**config.mk**
```make
export PLATFORM = sky130hd
export DESIGN_NAME = sparse_polynomial_add_merge_core
export DESIGN_NICKNAME = d
export VERILOG_FILES = /design/src/design/spam_pkg.sv /design/src/design/spam_term_store.sv /design/src/design/spam_merge_alu.sv /design/src/design/sparse_polynomial_add_merge_core.sv
export SDC_FILE = /design/constraint.sdc
export NUM_CORES = 1
export LEC_CHECK = 0
export BUFFER_PORTS_ARGS = -buffer_cell sky130_fd_sc_hd__buf_2
export CAP_MARGIN = 20
export CORE_MARGIN = 2
export CORE_UTILIZATION = 30
export CTS_BUF_LIST = sky130_fd_sc_hd__clkbuf_4
export DETAILED_ROUTE_END_ITERATION = 6
export HOLD_SLACK_MARGIN = 0.02
export PLACE_DENSITY = 0.42
export RECOVER_POWER = 50
export SETUP_SLACK_MARGIN = 0.02
export SLEW_MARGIN = 15
export SYNTH_ARGS = -nofsm -noshare
export SYNTH_HDL_FRONTEND = slang
export SYNTH_SLANG_ARGS = --single-unit
```
**constraint.sdc**
```tcl
create_clock -name clk -period 5.5 [get_ports clk]
set_clock_uncertainty 0.15 [all_clocks]
set_input_delay 0.275 -clock clk [delete_from_list [all_inputs] [get_ports clk]]
set_output_delay 0.275 -clock clk [all_outputs]
set_load 0.01 [all_outputs]
```
**src/design/spam_pkg.sv**
```systemverilog
// ----------------------------------------------------------------------------
// Sparse polynomial add package
// Shared types and command codes for the sparse polynomial merge adder.
// ----------------------------------------------------------------------------
`default_nettype none

package spam_pkg;

  // Command codes carried in the cmd field of an input item.
  localparam logic [1:0] CMD_LOAD_A = 2'd0;
  localparam logic [1:0] CMD_LOAD_B = 2'd1;
  localparam logic [1:0] CMD_FINISH = 2'd2;

  // One stored term.
  typedef struct packed {
    logic signed [15:0] coef;
    logic        [15:0] power;
  } term_t;

  // One merged term, with room for the sum of two coefficients.
  typedef struct packed {
    logic signed [16:0] coef;
    logic        [15:0] power;
  } res_t;

  // Input item.
  typedef struct packed {
    logic        [1:0]  cmd;
    logic signed [15:0] term_coef;
    logic        [15:0] term_power;
  } in_item_t;

  // Result item.
  typedef struct packed {
    logic signed [16:0] sum_coef;
    logic        [15:0] sum_power;
    logic               last_term;
    logic               empty_sum;
    logic               overflow_seen;
  } out_item_t;

  // Decision of one merge step.
  typedef struct packed {
    logic take_a;
    logic take_b;
    logic produce;
    res_t res;
  } step_t;

endpackage

`default_nettype wire

```
**src/design/spam_term_store.sv**
```systemverilog
// ----------------------------------------------------------------------------
// Term store
// Single-port-write, registered-read memory holding the terms of one list.
// ----------------------------------------------------------------------------
`default_nettype none

module spam_term_store #(
  parameter int DEPTH = 16,
  parameter int AW    = 4
) (
  input  wire logic            clk,
  input  wire logic            wr_en,
  input  wire logic [AW-1:0]   wr_addr,
  input  wire spam_pkg::term_t wr_data,
  input  wire logic [AW-1:0]   rd_addr,
  output spam_pkg::term_t      rd_data
);

  spam_pkg::term_t mem [DEPTH];

  always_ff @(posedge clk) begin
    if (wr_en) begin
      mem[wr_addr] <= wr_data;
    end
  end

  always_ff @(posedge clk) begin
    rd_data <= mem[rd_addr];
  end

endmodule

`default_nettype wire

```
**src/design/spam_merge_alu.sv**
```systemverilog
// ----------------------------------------------------------------------------
// Merge step unit
// Compares the two list heads and forms the term that one merge step yields.
// ----------------------------------------------------------------------------
`default_nettype none

module spam_merge_alu (
  input  wire logic            a_live,
  input  wire logic            b_live,
  input  wire spam_pkg::term_t a_term,
  input  wire spam_pkg::term_t b_term,
  output spam_pkg::step_t      step
);

  logic signed [16:0] a_ext;
  logic signed [16:0] b_ext;
  logic signed [16:0] sum;

  assign a_ext = 17'(a_term.coef);
  assign b_ext = 17'(b_term.coef);
  assign sum   = a_ext + b_ext;

  always_comb begin
    step = '0;
    if (a_live && b_live) begin
      if (a_term.power > b_term.power) begin
        step.take_a    = 1'b1;
        step.produce   = 1'b1;
        step.res.coef  = a_ext;
        step.res.power = a_term.power;
      end else if (a_term.power < b_term.power) begin
        step.take_b    = 1'b1;
        step.produce   = 1'b1;
        step.res.coef  = b_ext;
        step.res.power = b_term.power;
      end else begin
        // Equal powers combine; a zero sum leaves no term behind.
        step.take_a    = 1'b1;
        step.take_b    = 1'b1;
        step.produce   = (sum != 17'sd0);
        step.res.coef  = sum;
        step.res.power = a_term.power;
      end
    end else if (a_live) begin
      step.take_a    = 1'b1;
      step.produce   = 1'b1;
      step.res.coef  = a_ext;
      step.res.power = a_term.power;
    end else begin
      step.take_b    = b_live;
      step.produce   = b_live;
      step.res.coef  = b_ext;
      step.res.power = b_term.power;
    end
  end

endmodule

`default_nettype wire

```
**src/design/sparse_polynomial_add_merge_core.sv**
```systemverilog
// ----------------------------------------------------------------------------
// Sparse polynomial add merge core
// Loads two term lists and emits their sum, merged by power, on finish.
// ----------------------------------------------------------------------------
// Usage: items enter on the term channel (term_valid/term_stall). A load
// item (cmd 0 or 1) writes one term into list A or list B; a load into a
// full list drops the term and sets a sticky overflow flag. A finish item
// (cmd 2) starts the merge, and cmd 3 is ignored. The merge walks both
// lists with one shared compare/add unit. Each step first reads the list
// heads from the registered-read stores (ST_FETCH) and then compares and
// adds (ST_MERGE); a finish takes at most 2 * MAX_TERMS steps, and a
// stalled receiver can hold a step. term_stall is high for the whole finish.
// Results leave on the sum channel (sum_valid/sum_stall) from an output
// register. One merged term is held back so that the final result can carry
// last_term; a finish with no surviving terms gives one result with
// empty_sum set. While sum_stall holds a valid result, the output holds and
// a step that must hand on the pending term waits. After a finish both
// lists and the overflow flag are cleared.
// Reset empties both lists, clears the flag and drops any pending result.
// ----------------------------------------------------------------------------
`default_nettype none

module sparse_polynomial_add_merge_core #(
  parameter int MAX_TERMS = 16
) (
  input  wire logic               clk,
  input  wire logic               rst,
  input  wire logic               term_valid,
  output logic                    term_stall,
  input  wire spam_pkg::in_item_t term_item,
  output logic                    sum_valid,
  input  wire logic               sum_stall,
  output spam_pkg::out_item_t     sum_item
);

  localparam int CW = $clog2(MAX_TERMS + 1);
  localparam int AW = (MAX_TERMS > 1) ? $clog2(MAX_TERMS) : 1;

  typedef enum logic [3:0] {
    ST_IDLE  = 4'b0001,
    ST_FETCH = 4'b0010,
    ST_MERGE = 4'b0100,
    ST_FLUSH = 4'b1000
  } state_t;

  state_t state;

  logic [CW-1:0] count_a;
  logic [CW-1:0] count_b;
  logic [CW-1:0] ia;
  logic [CW-1:0] ib;
  logic [CW-1:0] ia_next;
  logic [CW-1:0] ib_next;
  logic          overflow_flag;

  // Merged term held back until the next one (or the end) is known.
  logic           pend_valid;
  spam_pkg::res_t pend;

  logic                accept;
  logic                wr_a;
  logic                wr_b;
  logic                out_free;
  logic                a_live;
  logic                b_live;
  logic                step_go;
  logic                push;
  spam_pkg::out_item_t push_item;
  spam_pkg::term_t     wr_term;
  spam_pkg::term_t     a_head;
  spam_pkg::term_t     b_head;
  spam_pkg::step_t     step;

  assign term_stall = (state != ST_IDLE);
  assign accept     = term_valid && !term_stall;
  assign out_free   = !sum_valid || !sum_stall;

  assign wr_term.coef  = term_item.term_coef;
  assign wr_term.power = term_item.term_power;
  assign wr_a = accept && (term_item.cmd == spam_pkg::CMD_LOAD_A) &&
                (count_a < CW'(MAX_TERMS));
  assign wr_b = accept && (term_item.cmd == spam_pkg::CMD_LOAD_B) &&
                (count_b < CW'(MAX_TERMS));

  spam_term_store #(.DEPTH(MAX_TERMS), .AW(AW)) u_store_a (
    .clk     (clk),
    .wr_en   (wr_a),
    .wr_addr (count_a[AW-1:0]),
    .wr_data (wr_term),
    .rd_addr (ia[AW-1:0]),
    .rd_data (a_head)
  );

  spam_term_store #(.DEPTH(MAX_TERMS), .AW(AW)) u_store_b (
    .clk     (clk),
    .wr_en   (wr_b),
    .wr_addr (count_b[AW-1:0]),
    .wr_data (wr_term),
    .rd_addr (ib[AW-1:0]),
    .rd_data (b_head)
  );

  assign a_live = (ia < count_a);
  assign b_live = (ib < count_b);

  spam_merge_alu u_alu (
    .a_live (a_live),
    .b_live (b_live),
    .a_term (a_head),
    .b_term (b_head),
    .step   (step)
  );

  // A step may retire unless it has to hand the pending term to a busy output.
  assign step_go = (state == ST_MERGE) &&
                   (!step.produce || !pend_valid || out_free);
  assign ia_next = ia + CW'(step.take_a);
  assign ib_next = ib + CW'(step.take_b);

  always_comb begin
    push                    = 1'b0;
    push_item.sum_coef      = pend.coef;
    push_item.sum_power     = pend.power;
    push_item.last_term     = 1'b0;
    push_item.empty_sum     = 1'b0;
    push_item.overflow_seen = overflow_flag;
    if (step_go && step.produce && pend_valid) begin
      push = 1'b1;
    end else if ((state == ST_FLUSH) && out_free) begin
      push                = 1'b1;
      push_item.last_term = 1'b1;
      if (!pend_valid) begin
        push_item.sum_coef  = '0;
        push_item.sum_power = '0;
        push_item.empty_sum = 1'b1;
      end
    end
  end

  always_ff @(posedge clk) begin
    if (rst) begin
      sum_valid <= 1'b0;
    end else if (push) begin
      sum_valid <= 1'b1;
    end else if (!sum_stall) begin
      sum_valid <= 1'b0;
    end
  end

  always_ff @(posedge clk) begin
    if (push) begin
      sum_item <= push_item;
    end
  end

  always_ff @(posedge clk) begin
    if (step_go && step.produce) begin
      pend <= step.res;
    end
  end

  always_ff @(posedge clk) begin
    if (rst) begin
      state         <= ST_IDLE;
      count_a       <= '0;
      count_b       <= '0;
      ia            <= '0;
      ib            <= '0;
      overflow_flag <= 1'b0;
      pend_valid    <= 1'b0;
    end else begin
      unique case (state)
        ST_IDLE: begin
          if (accept) begin
            case (term_item.cmd)
              spam_pkg::CMD_LOAD_A: begin
                if (wr_a) begin
                  count_a <= count_a + CW'(1);
                end else begin
                  overflow_flag <= 1'b1;
                end
              end
              spam_pkg::CMD_LOAD_B: begin
                if (wr_b) begin
                  count_b <= count_b + CW'(1);
                end else begin
                  overflow_flag <= 1'b1;
                end
              end
              spam_pkg::CMD_FINISH: begin
                ia <= '0;
                ib <= '0;
                if ((count_a != '0) || (count_b != '0)) begin
                  state <= ST_FETCH;
                end else begin
                  state <= ST_FLUSH;
                end
              end
              default: begin
              end
            endcase
          end
        end
        ST_FETCH: begin
          state <= ST_MERGE;
        end
        ST_MERGE: begin
          if (step_go) begin
            ia <= ia_next;
            ib <= ib_next;
            if (step.produce) begin
              pend_valid <= 1'b1;
            end
            if ((ia_next < count_a) || (ib_next < count_b)) begin
              state <= ST_FETCH;
            end else begin
              state <= ST_FLUSH;
            end
          end
        end
        ST_FLUSH: begin
          if (out_free) begin
            pend_valid    <= 1'b0;
            count_a       <= '0;
            count_b       <= '0;
            ia            <= '0;
            ib            <= '0;
            overflow_flag <= 1'b0;
            state         <= ST_IDLE;
          end
        end
        default: begin
          state <= ST_IDLE;
        end
      endcase
    end
  end

endmodule

`default_nettype wire
```
==> results_dict.tcl <==
set metrics [dict create \
    status "finished with violations" \
    violations "max-capacitance violations, max-slew violations" \
    cpMostUsedCell "ha_1" \
    p_per_area_nw_per_um2 345 \
    coreArea_um2 154000 \
    worstHoldEndpoint "count_a[0]" \
    netlist_area_um2 46400 \
    path_class "reg -> reg" \
    drv_slew 300 \
    critPathRequiredTime_ns 6.46 \
    hold_depth 7 \
    r2r_cells 19 \
    final_nets 3218 \
    start_util 0.302 \
    syn_avg_cell_area_um2 17.5 \
    fmax_ghz 0.203 \
    crit_slowest_cell "nor4_1" \
    yosysWarnings 0 \
    htreeDepth 5 \
    dp_cells 4723 \
    reg2reg_to "state[3]" \
    slew_headroom -0.949 \
    hold_viol 0 \
    crit_path_start_kind "flip-flop" \
    hold_buffers 86 \
    power.leakage_nw 17.4 \
    crit_chain "inv_1 > ha_1 > nand4_1 > nor4_1 > a211o_1 > clkbuf_1 > and2_1 > a21oi_1 > ha_1 > ha_1 > nor2b_1 > or2_2 > ha_1 > a21o_1 > a21oi_1 > nor2b_1 > o221a_2 > a21oi_1 > o32ai_1" \
    ys_top_cells_by_area "edfxtp_1 (71%), mux4_2 (6.2%), mux2i_1 (4.8%), dfxtp_1 (3.9%), ha_1 (1.6%)" \
    grt_first_pass_wirelength_um 193000 \
    dr.pass1.iters 7 \
    tns_ns 0 \
    min-delay-start "term_item[32]" \
    grt_use_total 0.171 \
    post-route-min-period_ns 4.93 \
    seqCellArea_um2 34700 \
    fill_cells 14800 \
    finalSetupViolCount 0 \
    root_buffer "clkbuf_4" \
    maxCapViolCount 9 \
    max_stage_delay_ns 0.53 \
    multi_input_area_um2 11400 \
    drt-initial-drc-count 2049 \
    worstPathArrival_ns 5.89 \
    endpoint_kind "flip-flop" \
    layout-drive-gt1-share 0.241 \
    post-cts-setup-buffers 0 \
    core.rowCount 144 \
    grt_pass1_vias 27300 \
    min_path_type "in -> reg" \
    clockBufferDepth 4 \
    hold_slack_ns 0.175 \
    drtAntennaViolNets 0 \
    routedWlPerCell_um 24.9 \
    synth_seq_cells 1184 \
    grt_setup_unrepaired "false" \
    tightest_slew_ns 2.91 \
    synth.top_cell.area_share 0.707 \
    insertion_delay_ns 1.26 \
    port_buffers 75 \
    areaGrowthSynthToFinish_pct 17.8 \
    fp.dieArea_um2 158000 \
    cts.sinks 1184 \
    cts_resized 0 \
    antenna_found_initial 8 \
    synthArstFlopShare 0 \
    wirelength_um 135000 \
    num_vias 26100 \
    netlist_instances 2658 \
    die_h_um 397 \
    crit_fanout 9 \
    cts_buffers 341 \
    r2r_start "u_store_b.rd_data[15]" \
    dp_hpwl_um 76000 \
    r2r_setup_slack_ns 0.57 \
    grt_max_degree 110 \
    synthFlopType "edfxtp_1" \
    max-vdd-ir-drop_mv 0.206 \
    cts_tree "yes" \
    clk_pin_slew_ns 0.07 \
    instances_no_fill 5412 \
    grt-ovfl-total 0 \
    viasPerCell 4.82 \
    synth-seq-area-share 0.746 \
    synth_edf_count 1093 \
    min_period_over_period 0.897 \
    place.gp.congestion 0.800 \
    syn_nets 2757 \
    ys_types 62 \
    drcViolationCount 0 \
    io_pins 76 \
    synth_area_leader_cell "edfxtp_1" \
    die_w_um 397 \
]
cells in the mapped netlist, types with 41 or more instances:
cell	count
edfxtp_1	1093
mux2i_1	222
nand2_1	187
o21ai_0	144
mux4_2	128
a21oi_1	108
clkbuf_1	106
dfxtp_1	91
a22oi_1	69
a221oi_1	64
nor2_1	62
ha_1	60
nor2b_1	42
mux2_2	41
kinds of logic (layout without fill, tap and decap cells):
| family | after synthesis | count (layout) | synth area share |
|---|---|---|---|
| other | 0 | 10 | 0 |
| AOI/OAI and AO/OA | 455 | 455 | 0.0621 |
| muxes | 391 | 391 | 0.120 |
| adders and majority gates | 61 | 61 | 0.0166 |
| and+or+nand+nor | 375 | 375 | 0.0369 |
| buffers and inverters | 170 | 870 | 0.0138 |
| xor gates and xnor gates | 22 | 22 | 0.00415 |
| DFF | 1184 | 1184 | 0.746 |
final cells by class:
type / instances / area share
Antenna cell: 10 / 0.000458
Clock buffer: 483 / 0.0663
Clock inverter: 99 / 0.00719
Inverter: 40 / 0.00275
Multi-Input combinational cell: 1304 / 0.208
Sequential cell: 1184 / 0.634
Tap cell: 2044 / 0.0468
Timing Repair Buffer: 248 / 0.0347
layer usage:
metal,up-vias,global-route usage,routed length [um],share of wire
li1,11700,-,-,-
met3,152,0.0402,6740,0.050
met4,0,0.0418,2030,0.015
met5,-,0,0,0
met1,13500,0.233,61700,0.46
met2,731,0.274,64500,0.48
worst max-delay path: cells and delay by family, from the launching register on:
family / cells / cell delay [ns]
fa+ha+maj: 4 / 0.98
compound gates: 7 / 1.43
simple gates: 6 / 1.50
flops: 1 / 0.32
buf+inv: 2 / 0.42
where the power goes:
part,internal (mW),switching (mW),leakage [nW]
combinational,0.356,0.756,4.40
clock,4.02,3.64,2.43
sequential,9.99,0.0720,10.6
total,14.4,4.47,17.4
sequential cells by signal, summed over array words and instances (netlist names):
signal and count:
count_b 5, sum_valid 1, pend 33, state 4
u_store_a.rd_data 32, pend_valid 1, u_store_a.mem 512, sum_item 36
count_a 5, ia 5, overflow_flag 1, ib 5
u_store_b.rd_data 32, u_store_b.mem 512
layout by cell type (no fill, tap or decap), types with 7 or more instances in the layout:
master and n:
nand4_1 13, nor2b_1 40, buf_12 15, mux2i_1 222
o21ai_0 143, a31oi_1 10, dfxtp_1 85, a21o_1 8
xnor2_1 17, a22oi_1 69, buf_4 52, clkbuf_4 483
clkinv_1 81, nor3_2 8, a21oi_1 107, nand3_1 8
dlygate4sd3_1 74, clkinv_2 17, ha_1 60, nor3_1 13
clkbuf_1 92, inv_1 38, edfxtp_1 1093, a22o_1 8
mux2_2 41, nor2_1 38, diode_2 10, mux4_2 128
nand2b_1 8, nor2_4 24, o22ai_1 10, a221oi_1 64
buf_2 7, nand2_1 187
stage by stage:
step           utilization  instance area [um^2]  setup WS [ns]  power (mW)
6_report             0.355                 54700          0.567        18.8
5_1_grt              0.355                 54700          0.270        19.8
4_1_cts              0.357                 54900          0.793        19.2
3_5_place_dp         0.324                 49900          0.817        11.3
3_3_place_gp         0.324                 49900          0.891        11.3
2_1_floorplan            -                 46400          0.534        10.8
how the worst max path moves through the flow:
stage / startpoint / end / slack [ns] / cells past startpoint
detailed placement: u_store_b.rd_data[15] / state[3] / 0.82 / 19
global route: u_store_b.rd_data[13] / state[3] / 0.27 / 19
global placement: u_store_b.rd_data[15] / state[3] / 0.89 / 19
floorplan: u_store_a.rd_data[16] / sum_item[0] / 0.53 / 13
CTS: u_store_b.rd_data[15] / state[3] / 0.79 / 19
finish: u_store_b.rd_data[15] / state[3] / 0.57 / 19
Note: power is estimated with default switching activity, not from simulation.
